**config.mk**
```make
export PLATFORM = sky130hd
export DESIGN_NAME = lrid_ctrl
export DESIGN_NICKNAME = d
export VERILOG_FILES = /design/src/lrid_pkg.sv /design/src/lrid_ctrl.sv
export SDC_FILE = /design/constraint.sdc
export NUM_CORES = 1
export LEC_CHECK = 0
export BUFFER_PORTS_ARGS = -buffer_cell sky130_fd_sc_hd__buf_2
export CAP_MARGIN = 25
export CORE_AREA = 2 2 39 41
export CTS_CLUSTER_DIAMETER = 100
export DETAILED_ROUTE_END_ITERATION = 8
export DIE_AREA = 0 0 41 43
export PLACE_DENSITY = 0.63
export SYNTH_ARGS = -nofsm -noshare
export SYNTH_HDL_FRONTEND = slang
export SYNTH_SLANG_ARGS = --single-unit
```
**constraint.sdc**
```tcl
create_clock -name i_clk -period 1.5 [get_ports i_clk]
set_input_delay 0.3 -clock i_clk [delete_from_list [all_inputs] [get_ports i_clk]]
set_output_delay 0.3 -clock i_clk [all_outputs]
set_load 0.005 [all_outputs]
```
**src/lrid_pkg.sv**
```systemverilog
`timescale 1ns / 1ps
// Shared types and constants of the LZW and RLE90 image decoder.
package lrid_pkg;

    localparam int unsigned WORD_W      = 16;
    localparam int unsigned BYTE_W      = 8;
    localparam int unsigned CFG_IDX_W   = 2;
    localparam int unsigned CFG_DATA_W  = 16;
    localparam int unsigned BUF_W       = 32;
    localparam int unsigned HELD_W      = 6;
    localparam int unsigned WIDTH_W     = 4;
    localparam int unsigned COUNT_W     = 7;
    localparam int unsigned OUT_MAX     = 64;

    localparam logic [CFG_IDX_W-1:0] REG_MAX_CODE_BITS = 2'd0;
    localparam logic [CFG_IDX_W-1:0] REG_FIRST_BITS    = 2'd1;
    localparam logic [CFG_IDX_W-1:0] REG_LINE_WIDTH    = 2'd2;

    localparam logic [BYTE_W-1:0]  RLE_MARK    = 8'h90;
    localparam logic [WIDTH_W-1:0] START_BITS  = 4'd9;
    localparam logic [3:0]         RST_MAX_BITS = 4'd11;
    localparam logic [15:0]        RST_LINE_WIDTH = 16'd320;
    localparam logic [HELD_W-1:0]  RST_HELD    = 6'd8;

    typedef enum logic [3:0] {
        CMD_NONE,
        CMD_LOAD,
        CMD_REPEAT,
        CMD_POP_REQ,
        CMD_POP_PROC,
        CMD_DECODE,
        CMD_WALK,
        CMD_FINISH,
        CMD_FLUSH
    } t_cmd;

    typedef struct packed {
        logic repeat_nz;
        logic stack_nz;
        logic bits_ok;
        logic count_full;
        logic dec_root;
        logic walk_root;
        logic can_emit;
        logic pop_emits;
        logic hold_valid;
        logic out_free;
    } t_status;

endpackage

```
**src/lrid_ctrl.sv**
```systemverilog
`timescale 1ns / 1ps
// Controller state machine that sequences decoding, stack pops and output.
module lrid_ctrl (
    input  logic             i_clk,
    input  logic             i_rst_n,
    input  logic             i_in_valid,
    input  lrid_pkg::t_status i_status,
    output logic             o_in_ready,
    output lrid_pkg::t_cmd   o_cmd
);
    typedef enum logic [2:0] {
        S_IDLE,
        S_LOOP,
        S_POP_D,
        S_WALK,
        S_FIN,
        S_FLUSH
    } t_state;

    t_state r_state;
    t_state n_state;

    always_comb begin
        n_state    = r_state;
        o_cmd      = lrid_pkg::CMD_NONE;
        o_in_ready = 1'b0;
        unique case (r_state)
            S_IDLE: begin
                o_in_ready = i_rst_n;
                if (i_in_valid && i_rst_n) begin
                    o_cmd   = lrid_pkg::CMD_LOAD;
                    n_state = S_LOOP;
                end
            end
            S_LOOP: begin
                if (i_status.count_full) begin
                    n_state = S_FLUSH;
                end else if (i_status.repeat_nz) begin
                    if (i_status.can_emit) begin
                        o_cmd = lrid_pkg::CMD_REPEAT;
                    end
                end else if (i_status.stack_nz) begin
                    o_cmd   = lrid_pkg::CMD_POP_REQ;
                    n_state = S_POP_D;
                end else if (i_status.bits_ok) begin
                    o_cmd   = lrid_pkg::CMD_DECODE;
                    n_state = i_status.dec_root ? S_FIN : S_WALK;
                end else begin
                    n_state = S_FLUSH;
                end
            end
            S_POP_D: begin
                if (!i_status.pop_emits || i_status.can_emit) begin
                    o_cmd   = lrid_pkg::CMD_POP_PROC;
                    n_state = S_LOOP;
                end
            end
            S_WALK: begin
                o_cmd = lrid_pkg::CMD_WALK;
                if (i_status.walk_root) begin
                    n_state = S_FIN;
                end
            end
            S_FIN: begin
                o_cmd   = lrid_pkg::CMD_FINISH;
                n_state = S_LOOP;
            end
            S_FLUSH: begin
                if (!i_status.hold_valid) begin
                    n_state = S_IDLE;
                end else if (i_status.out_free) begin
                    o_cmd   = lrid_pkg::CMD_FLUSH;
                    n_state = S_IDLE;
                end
            end
            default: n_state = S_IDLE;
        endcase
    end

    always_ff @(posedge i_clk) begin
        if (!i_rst_n) begin
            r_state <= S_IDLE;
        end else begin
            r_state <= n_state;
        end
    end

    a_walk_ends: assert property (@(posedge i_clk) disable iff (!i_rst_n)
        (r_state == S_WALK && i_status.walk_root) |=> (r_state == S_FIN))
        else $error("chain walk did not finish at a root code");
    a_ready_idle: assert property (@(posedge i_clk) disable iff (!i_rst_n)
        o_in_ready |-> (o_cmd == lrid_pkg::CMD_LOAD || o_cmd == lrid_pkg::CMD_NONE))
        else $error("input taken while the datapath is busy");
    a_flush_idle: assert property (@(posedge i_clk) disable iff (!i_rst_n)
        (o_cmd == lrid_pkg::CMD_FLUSH) |=> (r_state == S_IDLE))
        else $error("flush did not end the word");
endmodule

```
==> results of run 1 <==
-- per-layer routing --
metal,global-route usage,wire (um),vias up
li1,-,-,234
met1,0.157,458,205
met2,0.225,516,15
met3,0.0209,44,4
met4,0.120,23,0
met5,0,0,-
-- final cells by class --
type / count / area, sq um
fillers: 148 / 812
repair buffers: 27 / 164
clock buffers: 4 / 26.3
inverters: 3 / 11.3
multi-input cells: 39 / 289
well taps: 16 / 20.0
flip-flops and latches: 3 / 61.3
-- repair_timing --
item                                    4_1_cts  5_1_grt
gates cloned                                  0        0
buffers inserted                              3        1
endpoints found under the setup margin        2        5
pin swaps                                     1        2
resized for setup                             2        5
-- cell families after synthesis --
logic type,after synthesis,synth area share
buffers and inverters,5,0.0822
AOI/OAI and AO/OA,18,0.387
DFF,3,0.164
and+or+nand+nor,20,0.339
muxes,1,0.0274
-- report_power, final --
part	total, mW	internal [mW]	switching, mW
Sequential	0.0906	0.0874	0.00312
Combinational	0.162	0.0868	0.0754
Clock	0.149	0.100	0.0484
-- cell usage in the layout, fill, tap and decap left out, types with 2 or more instances in the layout --
cell type / count
nand2_1: 3
buf_2: 17
clkbuf_4: 3
inv_1: 3
nor2_1: 4
buf_4: 9
o211ai_1: 3
o21ai_0: 2
dfxtp_1: 2
nor2b_1: 2
a21oi_1: 3
-- critical path: stages, from the launching register on --
cell and delay (ps):
dfxtp_2 310, and2b_2 220, nand3b_1 100, o311ai_1 240
buf_2 160
-- per-stage QoR --
stage | instance area [sq um] | setup TNS, ps | hold WS, ps | instances | worst slack [ps]
2_1_floorplan | 365 | 0 | 428 | 47 | 158
4_1_cts | 553 | -131 | 346 | 91 | -101
6_report | 572 | -129 | 357 | 92 | -69.1
5_1_grt | 572 | -331 | 361 | 92 | -130
3_3_place_gp | 497 | 0 | 590 | 84 | 63.7
3_5_place_dp | 497 | 0 | 590 | 84 | 47.3
-- final timing paths --
check / from / depth (start not counted) / slack (ps) / end
worst min register to register: r_state[0] / 3 / 600 / r_state[2]
worst max-delay path: r_state[2] / 4 / -70 / o_cmd[2]
worst min-delay path: i_rst_n / 2 / 360 / r_state[0]
worst max register to register: r_state[2] / 5 / 170 / r_state[0]
==> summary.md, run 1 <==
| Metric | Value |
|---|---|
| Status | finished, violations left |
| Violated checks | setup timing |
| Max-Cap Viols | 0 |
| Area Growth Syn to Fin | 56.5% |
| Bufs on Longest Clock Path | 2 |
| DIE WIDTH | 41 um |
| Initial Util | 0.264 |
| FMAX | 637 MHz |
| Fin crit share | 1.05 |
| Post-synth EDFFs | 0 |
| Type of the worst min-delay path | in2reg |
| Worst Setup End Kind | output pin |
| Die Area | 0.00176 sq mm |
| Cts bufs inserted | 3 |
| Initial DRC Count | 5 |
| Critical path fanouts, max | 2 |
| Synth Cell Area | 365 sq um |
| Top-area cell type share of the netlist area | 0.164 |
| Crit path kind | reg2out |
| Clock transition at path regs | 40 ps |
| Syn_nets | 60 |
| Worst setup SP type | register |
| Post-route ant nets | 0 |
| Gate Count Post-Synth | 47 |
| DRC | 0 |
| Slew HR | 0.841 |
| Biggest register | r_state |
| Largest regs | r_state x3 |
| Initial antenna violation count | 0 |
| Top_reg_cell synth | dfxtp_1 |
| First-pass GRT wire length | 1.68 mm |
| Share of layout cells above drive strength 1 | 0.553 |
| WL/cell | 11.3 um |
| Worst-Margin Slew | 234 ps |
| Largest cells by area after synthesis | dfxtp_1 16%, o211ai_1 6.2%, o22ai_4 5.5% |
| I/O Buffers | 17 |
| Via Count | 458 |
| FP Rows | 14 |
| Top-count cell post-synth | nor2_1 |
| Antenna fix cells | 0 |
| NumNets Final | 90 |
| GRT overflow | 0 |
| Async set-reset flop share out of synthesis | 0 |
| RD Place Congestion | 0.867 |
| VDD IR-drop max | 0.263 mV |
| Leakage power | 0.269 nW |
| Pin count of the biggest net entering global routing | 9 |
| Clk_skew | 4.10 ps |
| First drt pass iteration count | 4 |
| CTS Root Buffer Type | clkbuf_4 |
| RSZ-0062 raised after global routing | yes |
| Cts hold-fix bufs | 0 |
| Clock Sinks | 3 |
| Flip-flop count of the largest register after layout | 3 |
| DIE HEIGHT | 43 um |
| Skew-Pair Late Insertion Delay | 240 ps |
| Ys Warns | 0 |
| Final critical-path required period | 1570 ps |
| CTS tree | done |
| Total chip power | 0.401 mW |
| Syn_area_per_cell | 7.77 sq um |
| Vias in the first global route | 439 |
| Total Routed Length | 1.04 mm |
| Core Footprint | 0.00138 sq mm |
| Power per cell area | 702 mW/mm^2 |
| Cell type with the largest total area after synthesis | dfxtp_1 |
| Post-synthesis register bit count | 3 |
| H-tree depth | 1 |
| I/O pins | 18 |
| Arrival time worst endpoint | 1270 ps |
| HPWL after DPL | 788 um |
| Post-synth cell types | 30 |
| Final setup fails | 3 |
| Utilization after layout | 0.413 |
| Final worst slack | -69.1 ps |
| Final Slew Violations | 0 |
| Worst Path Required | 1200 ps |
| Register area share after synthesis | 0.164 |
| Final number of hold-violating endpoints | 0 |
| Via/cell ratio | 4.98 |
| Total GRT Usage | 0.143 |
(Power assumes the default switching activity.)
==> run 2: changes to the inputs <==
--- a/config.mk
+++ b/config.mk
@@ -8,10 +8,11 @@
 export BUFFER_PORTS_ARGS = -buffer_cell sky130_fd_sc_hd__buf_2
 export CAP_MARGIN = 25
 export CORE_AREA = 2 2 39 41
-export CTS_CLUSTER_DIAMETER = 100
+export CTS_CLUSTER_DIAMETER = 120
 export DETAILED_ROUTE_END_ITERATION = 8
 export DIE_AREA = 0 0 41 43
 export PLACE_DENSITY = 0.63
+export SKIP_CTS_REPAIR_TIMING = 1
 export SYNTH_ARGS = -nofsm -noshare
 export SYNTH_HDL_FRONTEND = slang
 export SYNTH_SLANG_ARGS = --single-unit
==> run 2 against run 1 <==
Against the previous run:
- the flow still finishes with violations (setup timing)
- worst setup slack got worse by 43 ps
- total power fell by 5.2%
- clock power barely moved
- die area did not move
- sequential cell count did not move
- highest routed layer unchanged
==> summary.md, run 2 (synthesized netlist as in run 1, its figures left out) <==
| Metric | Value |
|---|---|
| Status | finished, violations left |
| Violated checks | setup timing |
| CTS Root Buffer Type | clkbuf_4 |
| Worst hold slack | 352 ps |
| RD Place Congestion | 0.867 |
| Slowest CP cell | dfxtp_1 |
| Final number of hold-violating endpoints | 0 |
| Final worst slack | -112 ps |
| FP Rows | 14 |
| Share of layout cells above drive strength 1 | 0.493 |
| Final Slew Violations | 0 |
| First-pass GRT wire length | 1.63 mm |
| Max-Cap Viols | 0 |
| Switching power | 0.123 mW |
| Power per cell area | 707 mW/mm^2 |
| Leakage power | 0.249 nW |
| Post-route ant nets | 0 |
| RSZ-0062 raised after global routing | yes |
| Arrival time worst endpoint | 1310 ps |
| Final setup fails | 1 |
| Biggest register | r_state |
| I/O Buffers | 17 |
| Commonest cells after routing, fill and taps aside | 17 x buf_2, 6 x buf_4, 5 x nor2_1 |
| HPWL after DPL | 788 um |
| Sequential share of power | 0.234 |
| FMAX | 620 MHz |
| Type of the worst min-delay path | in2reg |
| Placed insts | 84 |
| Buffers & Inverters on Critical Path | 1 |
| Critical path fanouts, max | 5 |
| Flip-flop count of the largest register after layout | 3 |
| Via/cell ratio | 5.03 |
| Worst setup SP type | register |
| Fin crit share | 1.07 |
| Worst Setup End Kind | output pin |
| WL/cell | 11.5 um |
| Clk_skew | 4.56 ps |
| Multi-input logic area | 275 sq um |
| Initial antenna violation count | 0 |
| CTS tree | done |
| Vias in the first global route | 420 |
| # fillers | 152 |
| NumNets Final | 87 |
| H-tree depth | 1 |
| Initial DRC Count | 6 |
| Commonest non-fill, non-tap cell in the layout | buf_2 |
| Largest regs | r_state x3 |
| Fin area | 538 sq um |
| Crit path kind | reg2out |
| Sw Ratio | 0.323 |
| Clock transition at path regs | 40 ps |
| Initial Util | 0.264 |
| Antenna fix cells | 0 |
| I/O pins | 18 |
| GRT overflow | 0 |
| Skew-Pair Late Insertion Delay | 240 ps |
| Die Area | 0.00176 sq mm |
| Clock Sinks | 3 |
| Logic pwr share | 0.369 |
| Pre-CTS setup slack | 47.3 ps |
| Bufs on Longest Clock Path | 2 |
| First drt pass iteration count | 4 |
| Core Footprint | 0.00138 sq mm |
| Total Routed Length | 1.02 mm |
| Slew HR | 0.839 |
| Placed cell areas | 497 sq um |
| Cts bufs inserted | 3 |
| Worst-Margin Slew | 238 ps |
| Worst Path Required | 1200 ps |
| Via Count | 448 |
| Register area | 63.8 sq um |
| Final cell count without fillers | 89 |
| DRC | 0 |
| Pin count of the biggest net entering global routing | 9 |
| Total GRT Usage | 0.139 |
| Internal Power | 0.258 mW |
| Total chip power | 0.381 mW |
| Final critical-path required period | 1610 ps |
| DIE HEIGHT | 43 um |
| Area Growth Syn to Fin | 47.3% |
| DIE WIDTH | 41 um |
| Crit-path cells | and2b_2 > nand3b_1 > o311ai_1 > buf_2 |
| Clock share of power | 0.397 |
| Delay-heaviest family, CP | simple AND/OR/NAND/NOR gates |
| VDD IR-drop max | 0.231 mV |
| Slowest stage delay, CP | 300 ps |
-- run 2: cell count changes in the layout (fill, tap and decap cells not counted) --
| cell | before | now |
|---|---|---|
| o21ai_2 | 1 | 0 |
| o21ai_0 | 2 | 3 |
| nor2_2 | 1 | 0 |
| o32ai_2 | 1 | 0 |
| dfxtp_2 | 1 | 0 |
| dfxtp_4 | 0 | 1 |
| buf_4 | 9 | 6 |
| nor2_1 | 4 | 5 |
| o32ai_1 | 0 | 1 |
-- run 2: through the flow --
stage,util,setup TNS (ps)
6_report,0.389,-112
5_1_grt,0.389,-269
4_1_cts,0.378,-218
3_5_place_dp,0.359,0
3_3_place_gp,0.359,0
2_1_floorplan,-,0
-- run 2: worst paths after layout --
path	to	slack, ps	cells after the start	from
min reg2reg	r_state[2]	600	3	r_state[0]
max	o_cmd[2]	-110	4	r_state[2]
max reg2reg	r_state[1]	170	5	r_state[2]
min	r_state[0]	350	2	i_rst_n
-- run 2: routing by layer --
metal	vias to the layer above	track usage	routed length (um)
met5	-	0	0
met4	0	0.120	27
met3	4	0.0209	47
met2	16	0.216	488
met1	200	0.154	458
li1	228	-	-
-- run 2: cell type report --
| type | instances | area share |
|---|---|---|
| tap | 16 | 0.0372 |
| timing repair buffer | 24 | 0.263 |
| multi-input combinational | 39 | 0.512 |
| sequential | 3 | 0.119 |
| clock buffer | 4 | 0.0488 |
| inverter | 3 | 0.0209 |
-- run 2: power groups by stage --
stage	sequential [mW]	combinational, mW	clock [mW]
after detailed placement	0.0914	0.138	0
after CTS	0.0902	0.138	0.153
after global routing	0.0897	0.155	0.157
after global placement	0.0913	0.138	0
final	0.0892	0.140	0.151
after floorplan	0.0922	0.0814	0
==> run 3: changes to the inputs <==
--- a/config.mk
+++ b/config.mk
@@ -11,7 +11,7 @@
 export CTS_CLUSTER_DIAMETER = 120
 export DETAILED_ROUTE_END_ITERATION = 8
 export DIE_AREA = 0 0 41 43
-export PLACE_DENSITY = 0.63
+export PLACE_DENSITY = 0.65
 export SKIP_CTS_REPAIR_TIMING = 1
 export SYNTH_ARGS = -nofsm -noshare
 export SYNTH_HDL_FRONTEND = slang
==> constraint.sdc (replaced) <==
create_clock -name i_clk -period 1.4 [get_ports i_clk]
set_input_delay 0.28 -clock i_clk [delete_from_list [all_inputs] [get_ports i_clk]]
set_output_delay 0.28 -clock i_clk [all_outputs]
set_load 0.005 [all_outputs]
==> run 3 against run 2 <==
Against the previous run:
- sequential cell count did not move
- worst hold slack improved by 1.2 ps
- the run still ends with setup timing left
- first-iteration DRC count increased by 33%
- core utilization up 4.1 points
- global-route usage is 0.72 points lower
- critical path depth is the same
- clock skew hardly changed
==> summary.md, run 3 (synthesized netlist as in run 1, its figures left out) <==
| Metric | Value |
|---|---|
| Bufs on Longest Clock Path | 2 |
| Violated checks | setup timing |
| Delay-heaviest family, CP | simple AND/OR/NAND/NOR gates |
| Cts bufs inserted | 3 |
| Critical path fanouts, max | 2 |
| Worst setup SP type | register |
| HPWL after DPL | 783 um |
| Initial Util | 0.264 |
| Pin count of the biggest net entering global routing | 9 |
| Clock Sinks | 3 |
| Setup TNS | -455 ps |
| Worst Path Required | 1120 ps |
| DRC | 0 |
| Area Growth Syn to Fin | 62.7% |
| Fin crit share | 1.19 |
| Max-Cap Viols | 0 |
| Total Routed Length | 1.17 mm |
| NumNets Final | 91 |
| CTS Root Buffer Type | clkbuf_4 |
| Final number of hold-violating endpoints | 0 |
| Total GRT Usage | 0.132 |
| WL/cell | 12.5 um |
| Post-route ant nets | 0 |
| Commonest non-fill, non-tap cell in the layout | buf_2 |
| Crit-path cells | and2b_2 > nand3b_1 > o311ai_1 > buf_2 |
| # fillers | 151 |
| Final critical-path required period | 1670 ps |
| Slowest stage delay, CP | 330 ps |
| Arrival time worst endpoint | 1390 ps |
| Leakage power | 0.278 nW |
| VDD IR-drop max | 0.317 mV |
| Initial DRC Count | 8 |
| Commonest cells after routing, fill and taps aside | 17 x buf_2, 9 x buf_4 |
| Die Area | 0.00176 sq mm |
| Type of the worst min-delay path | in2reg |
| Buffers & Inverters on Critical Path | 1 |
| Slew HR | 0.773 |
| Final setup fails | 4 |
| Clock transition at path regs | 40 ps |
| I/O pins | 18 |
| GRT overflow | 0 |
| CTS tree | done |
| Vias in the first global route | 387 |
| Worst-Margin Slew | 335 ps |
| Status | finished, violations left |
| Worst Setup End Kind | output pin |
| Skew-Pair Late Insertion Delay | 240 ps |
| FMAX | 598 MHz |
| Utilization after layout | 0.429 |
| FP Rows | 14 |
| Largest regs | r_state x3 |
| Flip-flop count of the largest register after layout | 3 |
| Power per cell area | 729 mW/mm^2 |
| Register area | 63.8 sq um |
| H-tree depth | 1 |
| I/O Buffers | 17 |
| Via/cell ratio | 4.94 |
| Crit path kind | reg2out |
| First-pass GRT wire length | 1.59 mm |
| First drt pass iteration count | 2 |
| RSZ-0062 raised after global routing | yes |
| Final Slew Violations | 0 |
| DIE WIDTH | 41 um |
| Share of layout cells above drive strength 1 | 0.584 |
| Biggest register | r_state |
| Final worst slack | -272 ps |
| Slowest CP cell | o311ai_1 |
| Antenna fix cells | 0 |
| Multi-input logic area | 298 sq um |
| Via Count | 459 |
| Initial antenna violation count | 0 |
| Core Footprint | 0.00138 sq mm |
| RD Place Congestion | 0.840 |
| DIE HEIGHT | 43 um |
| Clk_skew | 4.70 ps |
[run 3: cell type report]
cell class              instances  share of cell area
multi-input cells              39               0.501
clock buffers                   4              0.0442
well taps                      16              0.0337
inverters                       3              0.0189
repair buffers                 28               0.295
flip-flops and latches          3               0.107
[run 3: power by group]
group          internal (mW)  switching (mW)  leakage, nW
Sequential            0.0920         0.00345       0.0253
Combinational         0.0919          0.0885        0.237
Clock                  0.107          0.0505       0.0150
[run 3: worst reg2reg max path, stage by stage, from the launching register on]
cell	delay [ps]
dfxtp_4	360
buf_4	120
or3b_4	390
o22ai_4	160
o211ai_1	100
o31ai_1	70
[run 3: stage by stage]
stage	power [mW]	cells	setup slack [ps]	hold WS, ps	area [sq um]
final	0.434	93	-272	353	594
after global routing	0.461	93	-300	361	594
after CTS	0.412	90	-198	342	538
after detailed placement	0.256	86	-6.98	588	512
after global placement	0.253	86	5.90	581	512
after floorplan	0.186	47	77.8	408	365
[run 3: final timing paths]
path / startpoint / endpoint / slack [ps] / cells past startpoint
setup reg to reg: r_state[1] / r_state[1] / 100 / 5
hold reg to reg: r_state[0] / r_state[2] / 610 / 3
setup / recovery: r_state[2] / o_cmd[2] / -270 / 4
hold / removal: i_rst_n / r_state[0] / 350 / 2
[run 3: metal layers]
| layer | vias up | global-route usage | routed length (um) |
|---|---|---|---|
| met4 | 0 | 0.0600 | 34 |
| met2 | 12 | 0.175 | 579 |
| met1 | 206 | 0.195 | 507 |
| met5 | - | 0 | 0 |
| li1 | 237 | - | - |
| met3 | 4 | 0.0314 | 45 |
